**config.mk**
```make
export PLATFORM = sky130hd
export DESIGN_NAME = checksummed_command_framer_unit_flat
export DESIGN_NICKNAME = d
export VERILOG_FILES = /design/src/rtl/cmdf_pkg.sv /design/src/rtl/cmdf_if.sv /design/src/rtl/checksummed_command_framer_unit.sv /design/src/rtl/cmdf_front.sv /design/src/rtl/cmdf_queue.sv /design/src/rtl/cmdf_back.sv /design/src/flat_wrapper.sv
export VERILOG_INCLUDE_DIRS = /design/src /design/src/rtl
export SDC_FILE = /design/constraint.sdc
export NUM_CORES = 1
export LEC_CHECK = 0
export BUFFER_PORTS_ARGS = -buffer_cell sky130_fd_sc_hd__buf_2
export CAP_MARGIN = 25
export CORE_UTILIZATION = 55
export CTS_BUF_LIST = sky130_fd_sc_hd__clkbuf_4 sky130_fd_sc_hd__clkbuf_8
export CTS_CLUSTER_SIZE = 12
export DETAILED_ROUTE_END_ITERATION = 6
export PLACE_DENSITY = 0.81
export SLEW_MARGIN = 10
export SYNTH_ARGS = -nofsm -noshare
export SYNTH_HDL_FRONTEND = slang
export SYNTH_SLANG_ARGS = --single-unit
```
**constraint.sdc**
```tcl
create_clock -name clk -period 6.07 [get_ports clk]
set_input_delay 0.9105 -clock clk [delete_from_list [all_inputs] [get_ports clk]]
set_output_delay 0.9105 -clock clk [all_outputs]
set_load 0.02 [all_outputs]
```
**src/rtl/checksummed_command_framer_unit_assert.svh**
```systemverilog
// Assertion macros for the framer RTL.
`ifndef CHECKSUMMED_COMMAND_FRAMER_UNIT_ASSERT_SVH
`define CHECKSUMMED_COMMAND_FRAMER_UNIT_ASSERT_SVH

// Same-cycle implication, checked outside reset.
`define CMDF_ASSERT_NOW(label, ante, cons) \
  label: assert property (@(posedge clk) disable iff (rst) (ante) |-> (cons)) \
    else $error("framer assertion failed");

// Next-cycle implication, checked outside reset.
`define CMDF_ASSERT_NEXT(label, ante, cons) \
  label: assert property (@(posedge clk) disable iff (rst) (ante) |=> (cons)) \
    else $error("framer assertion failed");

`endif

```
**src/rtl/cmdf_pkg.sv**
```systemverilog
// Types and constants of the checksummed command framer.
package cmdf_pkg;

  localparam logic [7:0] SYNC_FIRST  = 8'hEB;
  localparam logic [7:0] SYNC_SECOND = 8'h90;
  localparam logic [7:0] CLOSE_BYTE  = 8'h16;
  localparam logic [15:0] LEN_BIAS   = 16'd2;

  // Action codes carried by an incoming request.
  localparam logic ACT_START   = 1'b0;
  localparam logic ACT_PAYLOAD = 1'b1;

  typedef enum logic [1:0] {
    CMD_START,
    CMD_DATA,
    CMD_ERROR
  } cmd_kind_t;

  // One classified request handed from the front to the back.
  typedef struct packed {
    cmd_kind_t   kind;
    logic        close;
    logic [7:0]  ctl_code;
    logic [15:0] data_id;
    logic [15:0] len_field;
    logic [7:0]  data_byte;
  } cmd_t;

endpackage

```
**src/rtl/cmdf_if.sv**
```systemverilog
// Valid/ready channel interfaces for framer requests and frame bytes.
interface cmdf_in_if;
  logic        valid;
  logic        ready;
  logic        action;
  logic [7:0]  ctl_code;
  logic [15:0] data_id;
  logic [15:0] payload_len;
  logic [7:0]  payload_byte;

  modport source (output valid, action, ctl_code, data_id, payload_len, payload_byte,
                  input ready);
  modport sink (input valid, action, ctl_code, data_id, payload_len, payload_byte,
                output ready);
endinterface

interface cmdf_out_if;
  logic       valid;
  logic       ready;
  logic [7:0] frame_byte;
  logic       end_of_frame;
  logic       error;

  modport source (output valid, frame_byte, end_of_frame, error, input ready);
  modport sink (input valid, frame_byte, end_of_frame, error, output ready);
endinterface

```
**src/rtl/checksummed_command_framer_unit.sv**
```systemverilog
// Path: an accepted request passes the queue, the back-end request register and
// the output register. Throughput: one frame byte per cycle from the sequencer
// unless frame.ready stalls; a payload request emits one byte, a start request
// seven, one that closes the frame two more. QUEUE_DEPTH requests wait between.
// Reset: synchronous, clears the open-frame state, queue, checksum and output.
`include "checksummed_command_framer_unit_assert.svh"

module checksummed_command_framer_unit
  import cmdf_pkg::*;
#(
  parameter int QUEUE_DEPTH = 4
) (
  input  logic       clk,
  input  logic       rst,
  cmdf_in_if.sink    cmd,
  cmdf_out_if.source frame
);

  logic push_valid;
  logic push_ready;
  cmd_t push_data;
  logic pop_valid;
  logic pop_ready;
  cmd_t pop_data;

  // Front end classifies incoming requests.
  cmdf_front u_front (
    .clk        (clk),
    .rst        (rst),
    .cmd        (cmd),
    .push_valid (push_valid),
    .push_ready (push_ready),
    .push_data  (push_data)
  );

  // Queue decouples the two halves.
  cmdf_queue #(
    .DEPTH (QUEUE_DEPTH)
  ) u_queue (
    .clk        (clk),
    .rst        (rst),
    .push_valid (push_valid),
    .push_ready (push_ready),
    .push_data  (push_data),
    .pop_valid  (pop_valid),
    .pop_ready  (pop_ready),
    .pop_data   (pop_data)
  );

  // Back end emits the frame bytes.
  cmdf_back u_back (
    .clk       (clk),
    .rst       (rst),
    .pop_valid (pop_valid),
    .pop_ready (pop_ready),
    .pop_data  (pop_data),
    .frame     (frame)
  );

  // An error result carries a zero byte and never closes a frame.
  `CMDF_ASSERT_NOW(a_err_clean, frame.valid && frame.error,
                   (frame.frame_byte == 8'h00) && !frame.end_of_frame)
  // The closing marker is always the close byte.
  `CMDF_ASSERT_NOW(a_eof_byte, frame.valid && frame.end_of_frame,
                   (frame.frame_byte == CLOSE_BYTE) && !frame.error)
  // Nothing leaves the block in the cycle after reset.
  `CMDF_ASSERT_NOW(a_reset_quiet, $past(rst), !frame.valid)

endmodule

```
**src/rtl/cmdf_front.sv**
```systemverilog
// Front end: accepts requests, tracks the open frame and classifies each request.
module cmdf_front
  import cmdf_pkg::*;
(
  input  logic     clk,
  input  logic     rst,
  cmdf_in_if.sink  cmd,
  output logic     push_valid,
  input  logic     push_ready,
  output cmd_t     push_data
);

  logic        frame_open;
  logic [15:0] bytes_left;
  logic        accept;

  assign cmd.ready  = push_ready;
  assign push_valid = cmd.valid;
  assign accept     = cmd.valid && push_ready;

  // Classify the request into a start, a payload byte or an error.
  always_comb begin
    push_data           = '0;
    push_data.ctl_code  = cmd.ctl_code;
    push_data.data_id   = cmd.data_id;
    push_data.len_field = cmd.payload_len + LEN_BIAS;
    push_data.data_byte = cmd.payload_byte;
    if (cmd.action == ACT_START) begin
      push_data.kind  = CMD_START;
      push_data.close = (cmd.payload_len == 16'd0);
    end else if (frame_open) begin
      push_data.kind  = CMD_DATA;
      push_data.close = (bytes_left == 16'd1);
    end else begin
      push_data.kind  = CMD_ERROR;
      push_data.close = 1'b0;
    end
  end

  // Frame tracking state.
  always_ff @(posedge clk) begin
    if (rst) begin
      frame_open <= 1'b0;
      bytes_left <= '0;
    end else if (accept) begin
      if (cmd.action == ACT_START) begin
        frame_open <= (cmd.payload_len != 16'd0);
        bytes_left <= cmd.payload_len;
      end else if (frame_open) begin
        frame_open <= (bytes_left != 16'd1);
        bytes_left <= bytes_left - 16'd1;
      end
    end
  end

endmodule

```
**src/rtl/cmdf_queue.sv**
```systemverilog
// Short request queue between the front and the back.
module cmdf_queue
  import cmdf_pkg::*;
#(
  parameter int DEPTH = 4
) (
  input  logic clk,
  input  logic rst,
  input  logic push_valid,
  output logic push_ready,
  input  cmd_t push_data,
  output logic pop_valid,
  input  logic pop_ready,
  output cmd_t pop_data
);

  localparam int PTR_W = (DEPTH > 1) ? $clog2(DEPTH) : 1;
  localparam int CNT_W = $clog2(DEPTH + 1);

  cmd_t             mem [DEPTH];
  logic [PTR_W-1:0] wr_ptr;
  logic [PTR_W-1:0] rd_ptr;
  logic [CNT_W-1:0] count;
  logic             do_push;
  logic             do_pop;

  assign push_ready = (count != CNT_W'(DEPTH));
  assign pop_valid  = (count != '0);
  assign pop_data   = mem[rd_ptr];
  assign do_push    = push_valid && push_ready;
  assign do_pop     = pop_valid && pop_ready;

  // Storage.
  always_ff @(posedge clk) begin
    if (do_push) begin
      mem[wr_ptr] <= push_data;
    end
  end

  // Pointers and fill count.
  always_ff @(posedge clk) begin
    if (rst) begin
      wr_ptr <= '0;
      rd_ptr <= '0;
      count  <= '0;
    end else begin
      if (do_push) begin
        wr_ptr <= (wr_ptr == PTR_W'(DEPTH - 1)) ? '0 : wr_ptr + 1'b1;
      end
      if (do_pop) begin
        rd_ptr <= (rd_ptr == PTR_W'(DEPTH - 1)) ? '0 : rd_ptr + 1'b1;
      end
      if (do_push && !do_pop) begin
        count <= count + 1'b1;
      end else if (do_pop && !do_push) begin
        count <= count - 1'b1;
      end
    end
  end

endmodule

```
**src/rtl/cmdf_back.sv**
```systemverilog
// Back end: sequences the frame bytes of each request and keeps the checksum.
module cmdf_back
  import cmdf_pkg::*;
(
  input  logic       clk,
  input  logic       rst,
  input  logic       pop_valid,
  output logic       pop_ready,
  input  cmd_t       pop_data,
  cmdf_out_if.source frame
);

  typedef enum logic [3:0] {
    SLOT_SYNC1,
    SLOT_SYNC2,
    SLOT_CTL,
    SLOT_LEN_LO,
    SLOT_LEN_HI,
    SLOT_ID_LO,
    SLOT_ID_HI,
    SLOT_DATA,
    SLOT_SUM,
    SLOT_CLOSE,
    SLOT_ERR
  } slot_t;

  logic       busy;
  cmd_t       cur;
  logic [3:0] step;
  logic [7:0] sum;
  logic       ov;
  logic [7:0] obyte;
  logic       oeof;
  logic       oerr;

  slot_t      slot;
  logic [7:0] byte_now;
  logic [7:0] sum_next;
  logic       last;
  logic       emit;

  assign emit      = busy && (!ov || frame.ready);
  assign pop_ready = !busy || (emit && last);

  // Which byte of the request is emitted at the current step.
  always_comb begin
    unique case (cur.kind)
      CMD_START: begin
        unique case (step)
          4'd0:    slot = SLOT_SYNC1;
          4'd1:    slot = SLOT_SYNC2;
          4'd2:    slot = SLOT_CTL;
          4'd3:    slot = SLOT_LEN_LO;
          4'd4:    slot = SLOT_LEN_HI;
          4'd5:    slot = SLOT_ID_LO;
          4'd6:    slot = SLOT_ID_HI;
          4'd7:    slot = SLOT_SUM;
          default: slot = SLOT_CLOSE;
        endcase
      end
      CMD_DATA: begin
        unique case (step)
          4'd0:    slot = SLOT_DATA;
          4'd1:    slot = SLOT_SUM;
          default: slot = SLOT_CLOSE;
        endcase
      end
      default: slot = SLOT_ERR;
    endcase
  end

  // Byte value, checksum update and end of the request.
  always_comb begin
    unique case (slot)
      SLOT_SYNC1:  byte_now = SYNC_FIRST;
      SLOT_SYNC2:  byte_now = SYNC_SECOND;
      SLOT_CTL:    byte_now = cur.ctl_code;
      SLOT_LEN_LO: byte_now = cur.len_field[7:0];
      SLOT_LEN_HI: byte_now = cur.len_field[15:8];
      SLOT_ID_LO:  byte_now = cur.data_id[7:0];
      SLOT_ID_HI:  byte_now = cur.data_id[15:8];
      SLOT_DATA:   byte_now = cur.data_byte;
      SLOT_SUM:    byte_now = sum;
      SLOT_CLOSE:  byte_now = CLOSE_BYTE;
      default:     byte_now = 8'h00;
    endcase

    unique case (slot)
      SLOT_SYNC1:          sum_next = SYNC_FIRST;
      SLOT_SUM, SLOT_ERR:  sum_next = sum;
      SLOT_CLOSE:          sum_next = 8'h00;
      default:             sum_next = sum + byte_now;
    endcase

    last = (slot == SLOT_CLOSE) || (slot == SLOT_ERR) ||
           (!cur.close && ((slot == SLOT_ID_HI) || (slot == SLOT_DATA)));
  end

  // Sequencer and output register.
  always_ff @(posedge clk) begin
    if (rst) begin
      busy <= 1'b0;
      step <= '0;
      sum  <= '0;
      ov   <= 1'b0;
    end else begin
      if (emit) begin
        ov    <= 1'b1;
        obyte <= byte_now;
        oeof  <= (slot == SLOT_CLOSE);
        oerr  <= (slot == SLOT_ERR);
        sum   <= sum_next;
      end else if (frame.ready) begin
        ov <= 1'b0;
      end
      if (pop_ready) begin
        busy <= pop_valid;
        if (pop_valid) begin
          cur <= pop_data;
        end
      end
      if (pop_ready && pop_valid) begin
        step <= '0;
      end else if (emit) begin
        step <= last ? '0 : step + 4'd1;
      end
    end
  end

  assign frame.valid        = ov;
  assign frame.frame_byte   = obyte;
  assign frame.end_of_frame = oeof;
  assign frame.error        = oerr;

endmodule

```
**src/flat_wrapper.sv**
```systemverilog
// flat-port wrapper written by rule: the top's interface ports become plain ports
module checksummed_command_framer_unit_flat import cmdf_pkg::*;
#(
  parameter int QUEUE_DEPTH = 4
)
  (clk, rst, cmd_valid, cmd_action, cmd_ctl_code, cmd_data_id, cmd_payload_len, cmd_payload_byte, cmd_ready, frame_valid, frame_frame_byte, frame_end_of_frame, frame_error, frame_ready);
  cmdf_in_if cmd_i ();
  cmdf_out_if frame_i ();
  input  logic clk;
  input  logic rst;
  input wire logic [$bits(cmd_i.valid)-1:0] cmd_valid;
  input wire logic [$bits(cmd_i.action)-1:0] cmd_action;
  input wire logic [$bits(cmd_i.ctl_code)-1:0] cmd_ctl_code;
  input wire logic [$bits(cmd_i.data_id)-1:0] cmd_data_id;
  input wire logic [$bits(cmd_i.payload_len)-1:0] cmd_payload_len;
  input wire logic [$bits(cmd_i.payload_byte)-1:0] cmd_payload_byte;
  output wire logic [$bits(cmd_i.ready)-1:0] cmd_ready;
  output wire logic [$bits(frame_i.valid)-1:0] frame_valid;
  output wire logic [$bits(frame_i.frame_byte)-1:0] frame_frame_byte;
  output wire logic [$bits(frame_i.end_of_frame)-1:0] frame_end_of_frame;
  output wire logic [$bits(frame_i.error)-1:0] frame_error;
  input wire logic [$bits(frame_i.ready)-1:0] frame_ready;
  assign cmd_i.valid = cmd_valid;
  assign cmd_i.action = cmd_action;
  assign cmd_i.ctl_code = cmd_ctl_code;
  assign cmd_i.data_id = cmd_data_id;
  assign cmd_i.payload_len = cmd_payload_len;
  assign cmd_i.payload_byte = cmd_payload_byte;
  assign cmd_ready = cmd_i.ready;
  assign frame_valid = frame_i.valid;
  assign frame_frame_byte = frame_i.frame_byte;
  assign frame_end_of_frame = frame_i.end_of_frame;
  assign frame_error = frame_i.error;
  assign frame_i.ready = frame_ready;
  checksummed_command_framer_unit #(.QUEUE_DEPTH(QUEUE_DEPTH)) u_core (.clk(clk), .rst(rst), .cmd(cmd_i), .frame(frame_i));
endmodule
```
==> summary.md <==
| Metric | Value |
|---|---|
| Min cycle time layout | `4350 ps` |
| Die width | `154 um` |
| Setup TNS | `0 ps` |
| Final hold vios | `0` |
| Worst-case reg-to-reg path depth | `17` |
| Clock latency on the worst-skew pair | `560 ps` |
| Critical path's slowest cell | `or4_1` |
| Kind of end point of the critical path | `flop` |
| Area growth from synthesis to layout | `12.5%` |
| Most common cell after layout, fill and taps aside | `edfxtp_1` |
| CTS Buffer Depth | `3` |
| Routed vias | `7225` |
| Final period util | `71.7%` |
| Residual DRC | `2` |
| Place WS | `1770 ps` |
| DP HPWL | `16200 um` |
| Asr flop ratio synth | `0%` |
| Combinational Power Share | `22.0%` |
| Number of global-route vias before repair | `7178` |
| Net Sw Power | `0.00165 W` |
| Routed vias/inst | `6.02` |
| Power per cell area | `403 mW/mm^2` |
| RD Place Congestion | `0.901` |
| Placement Cell Area | `0.0133 mm^2` |
| Slew margin rel. | `27.6%` |
| Yosys cell types | `67` |
| Post-route ant nets | `0` |
| Peak VDD IR | `0.205 mV` |
| Pin count of the biggest net entering global routing | `52` |
| Row cnt | `55` |
| Violated checks | `DRC` |
| Actual slew at the worst max-slew pin | `1070 ps` |
| CTS tree | `built` |
| Max_cap viols | `0` |
| Hold_buf cts | `0` |
| RSZ-0062 raised after global routing | `no` |
| Worst EP arrival | `4820 ps` |
| Max incr delay on CP | `720 ps` |
| CP cell instances | `or4_1, o31a_4, nor2_2, a21oi_1, nor2_1, a31oi_1, o221ai_1, ha_1, inv_1, fa_1, nor2b_1, o21ai_0, a21boi_0, o21ai_0, a211oi_1, nor3_1, a21oi_1` |
| Initial Util | `56.1%` |
| Core Area | `0.0226 mm^2` |
| Seq cells post-synth | `307` |
| Area of the mapped netlist | `0.0127 mm^2` |
| Port bufs | `64` |
| Worst Path Max Fanout | `14` |
| Die area | `0.0236 mm^2` |
| # setup viols final | `0` |
| Flop pwr share | `49.0%` |
| DRT iter0 DRCs | `700` |
| CTS H-tree lvls | `2` |
| GRT Total Usage | `21.8%` |
| GRT overflow | `0` |
| Sequential fraction of the synthesis area | `69.5%` |
| Initial antenna violation count | `0` |
| Layout cell share with drive strength beyond 1 | `25.2%` |
| Chip height | `154 um` |
| Most frequent cells in the layout | `edfxtp_1 (265), buf_2 (64), mux4_2 (55)` |
| Number of fill cells | `1581` |
| Synth Warn # | `0` |
| Antenna Cells | `0` |
| Final setup margin | `1720 ps` |
| Mapped Avg Cell Area | `16.1 um^2` |
| Achievable Freq | `230 MHz` |
| Detailed Route WL | `25000 um` |
| Clock Pin Slew Worst Setup and Hold Paths | `70 ps` |
| Global-route wire length before repair | `39500 um` |
| Post-synth EDFFs | `265` |
| DRT Pass-1 Iters | `7` |
| WL/cell | `20.8 um` |
| Hold Path Class | `flop to flop` |
| Worst hold path depth | `2` |
| Clock power share | `29.0%` |
| Cells after Synth | `786` |
| Dominant synthesized flop cell | `edfxtp_1` |
| Final nets | `952` |
| Clock sink count | `307` |
| Int Pwr | `0.00408 W` |
| Critical path type | `flop to flop` |
| Max Slew Vio Count | `0` |
| Switching Share | `28.8%` |
| Post-CTS Setup Inserts | `0` |
| Io pins | `65` |
| Outcome | `finished, violations left` |
| CP Launch Type | `flop` |
| P_leak | `4.84 nW` |
| Final non-filler cell area | `0.0142 mm^2` |
| Syn_nets | `860` |
| CTS root buffer | `clkbuf_8` |
| Cts bufs inserted | `47` |
| Post-CTS resize count | `0` |
| Clock skew | `26.2 ps` |
| Critical Path RT | `6540 ps` |
==> power groups by stage <==
stage	sequential, W	combinational, W	clock (W)
final	0.00281	0.00126	0.00166
after detailed placement	0.00285	0.00127	0
after global routing	0.00283	0.00138	0.00180
after CTS	0.00281	0.00127	0.00170
after global placement	0.00284	0.00123	0
after floorplan	0.00280	0.000938	0
==> cell type report <==
cell class	count	area, um^2	area share [%]
multi-input cells	425	3660	25.7
flip-flops and latches	307	8800	61.8
clock buffers	65	788	5.53
repair buffers	75	403	2.83
inverters	22	82.6	0.580
clock inverters	22	149	1.05
well taps	285	357	2.50
==> routing by layer <==
metal,GRT usage (%),routed length (um)
met2,36.1,12500
met3,3.41,1290
met5,0,0
met1,30.2,10800
met4,6.71,418
==> critical path: cells and delay by family (launching register included) <==
family	cells	cell delay, ps
AO/OA/AOI/OAI	9	1550
adder cells (fa/ha/maj)	2	630
buffers and inverters	1	60
flip-flops	1	590
AND/OR/NAND/NOR	5	1440
==> state kept, by name (all words and copies together) (netlist names), named ones only <==
signal / cells
u_core.u_back.busy: 1
u_core.u_back.cur: 51
u_core.u_back.frame.end_of_frame: 1
u_core.u_back.frame.error: 1
u_core.u_back.frame.frame_byte: 8
u_core.u_back.frame.valid: 1
u_core.u_back.step: 4
u_core.u_back.sum: 8
u_core.u_front.bytes_left: 16
u_core.u_front.frame_open: 1
u_core.u_queue.count: 3
u_core.u_queue.mem: 204
u_core.u_queue.rd_ptr: 2
u_core.u_queue.wr_ptr: 2
==> cells in the mapped netlist (3+ instances only) <==
master	n	area, um^2
a222oi_1	3	30.0
or2_2	4	25.0
nor3_1	14	70.1
o2bb2ai_1	4	35.0
nand2_1	50	188
xnor2_1	14	123
a21o_1	4	30.0
nor2b_1	6	37.5
and3_1	14	87.6
o21ai_0	25	125
xor2_1	7	61.3
mux2i_1	6	60.1
nand4_1	4	25.0
o22ai_1	5	31.3
a31oi_1	4	25.0
a221oi_1	3	26.3
nor4_1	6	37.5
mux4_2	55	1240
dfxtp_1	42	841
nor2_1	41	154
or3_1	7	43.8
a221o_1	5	50.1
buf_2	4	20.0
buf_1	5	18.8
a21oi_1	37	185
a22oi_1	5	37.5
a211oi_1	12	90.1
nand3_1	16	80.1
inv_1	22	82.6
and2_1	4	25.0
edfxtp_1	265	7960
clkbuf_1	22	82.6
nand2b_1	7	43.8
ha_1	19	238
==> stage by stage <==
step | util [%] | cells | hold slack, ps | total power (W)
6_report | 63.1 | 1201 | 479 | 0.00573
5_1_grt | 63.1 | 1201 | 520 | 0.00601
4_1_cts | 63.1 | 1201 | 475 | 0.00578
3_5_place_dp | 59.0 | 1114 | 463 | 0.00412
3_3_place_gp | 59.0 | 1114 | 461 | 0.00407
2_1_floorplan | - | 786 | 444 | 0.00374
==> path summary, 6_finish.rpt <==
path,start,to,slack (ps)
hold reg to reg,u_core.u_front.bytes_left[1]$_SDFFE_PP0P_,u_core.u_front.bytes_left[1]$_SDFFE_PP0P_,480
setup / recovery,u_core.u_back.cur[50]$_DFFE_PP_,u_core.u_back.sum[6]$_SDFFE_PP0P_,1720
setup reg to reg,u_core.u_back.cur[50]$_DFFE_PP_,u_core.u_back.sum[6]$_SDFFE_PP0P_,1720
hold / removal,u_core.u_front.bytes_left[1]$_SDFFE_PP0P_,u_core.u_front.bytes_left[1]$_SDFFE_PP0P_,480
==> cells by family (layout without fill, tap and decap cells) <==
logic type / after synthesis / after routing / share of synthesized area [%]
buffers and inverters: 54 / 184 / 1.67
xor gates and xnor gates: 21 / 21 / 1.45
DFF: 307 / 307 / 69.5
AOI/OAI and AO/OA: 131 / 131 / 7.09
and+or+nand+nor: 190 / 190 / 7.74
adders and majority gates: 21 / 21 / 2.19
muxes: 62 / 62 / 10.3
Power figures use the tool's default switching activity.
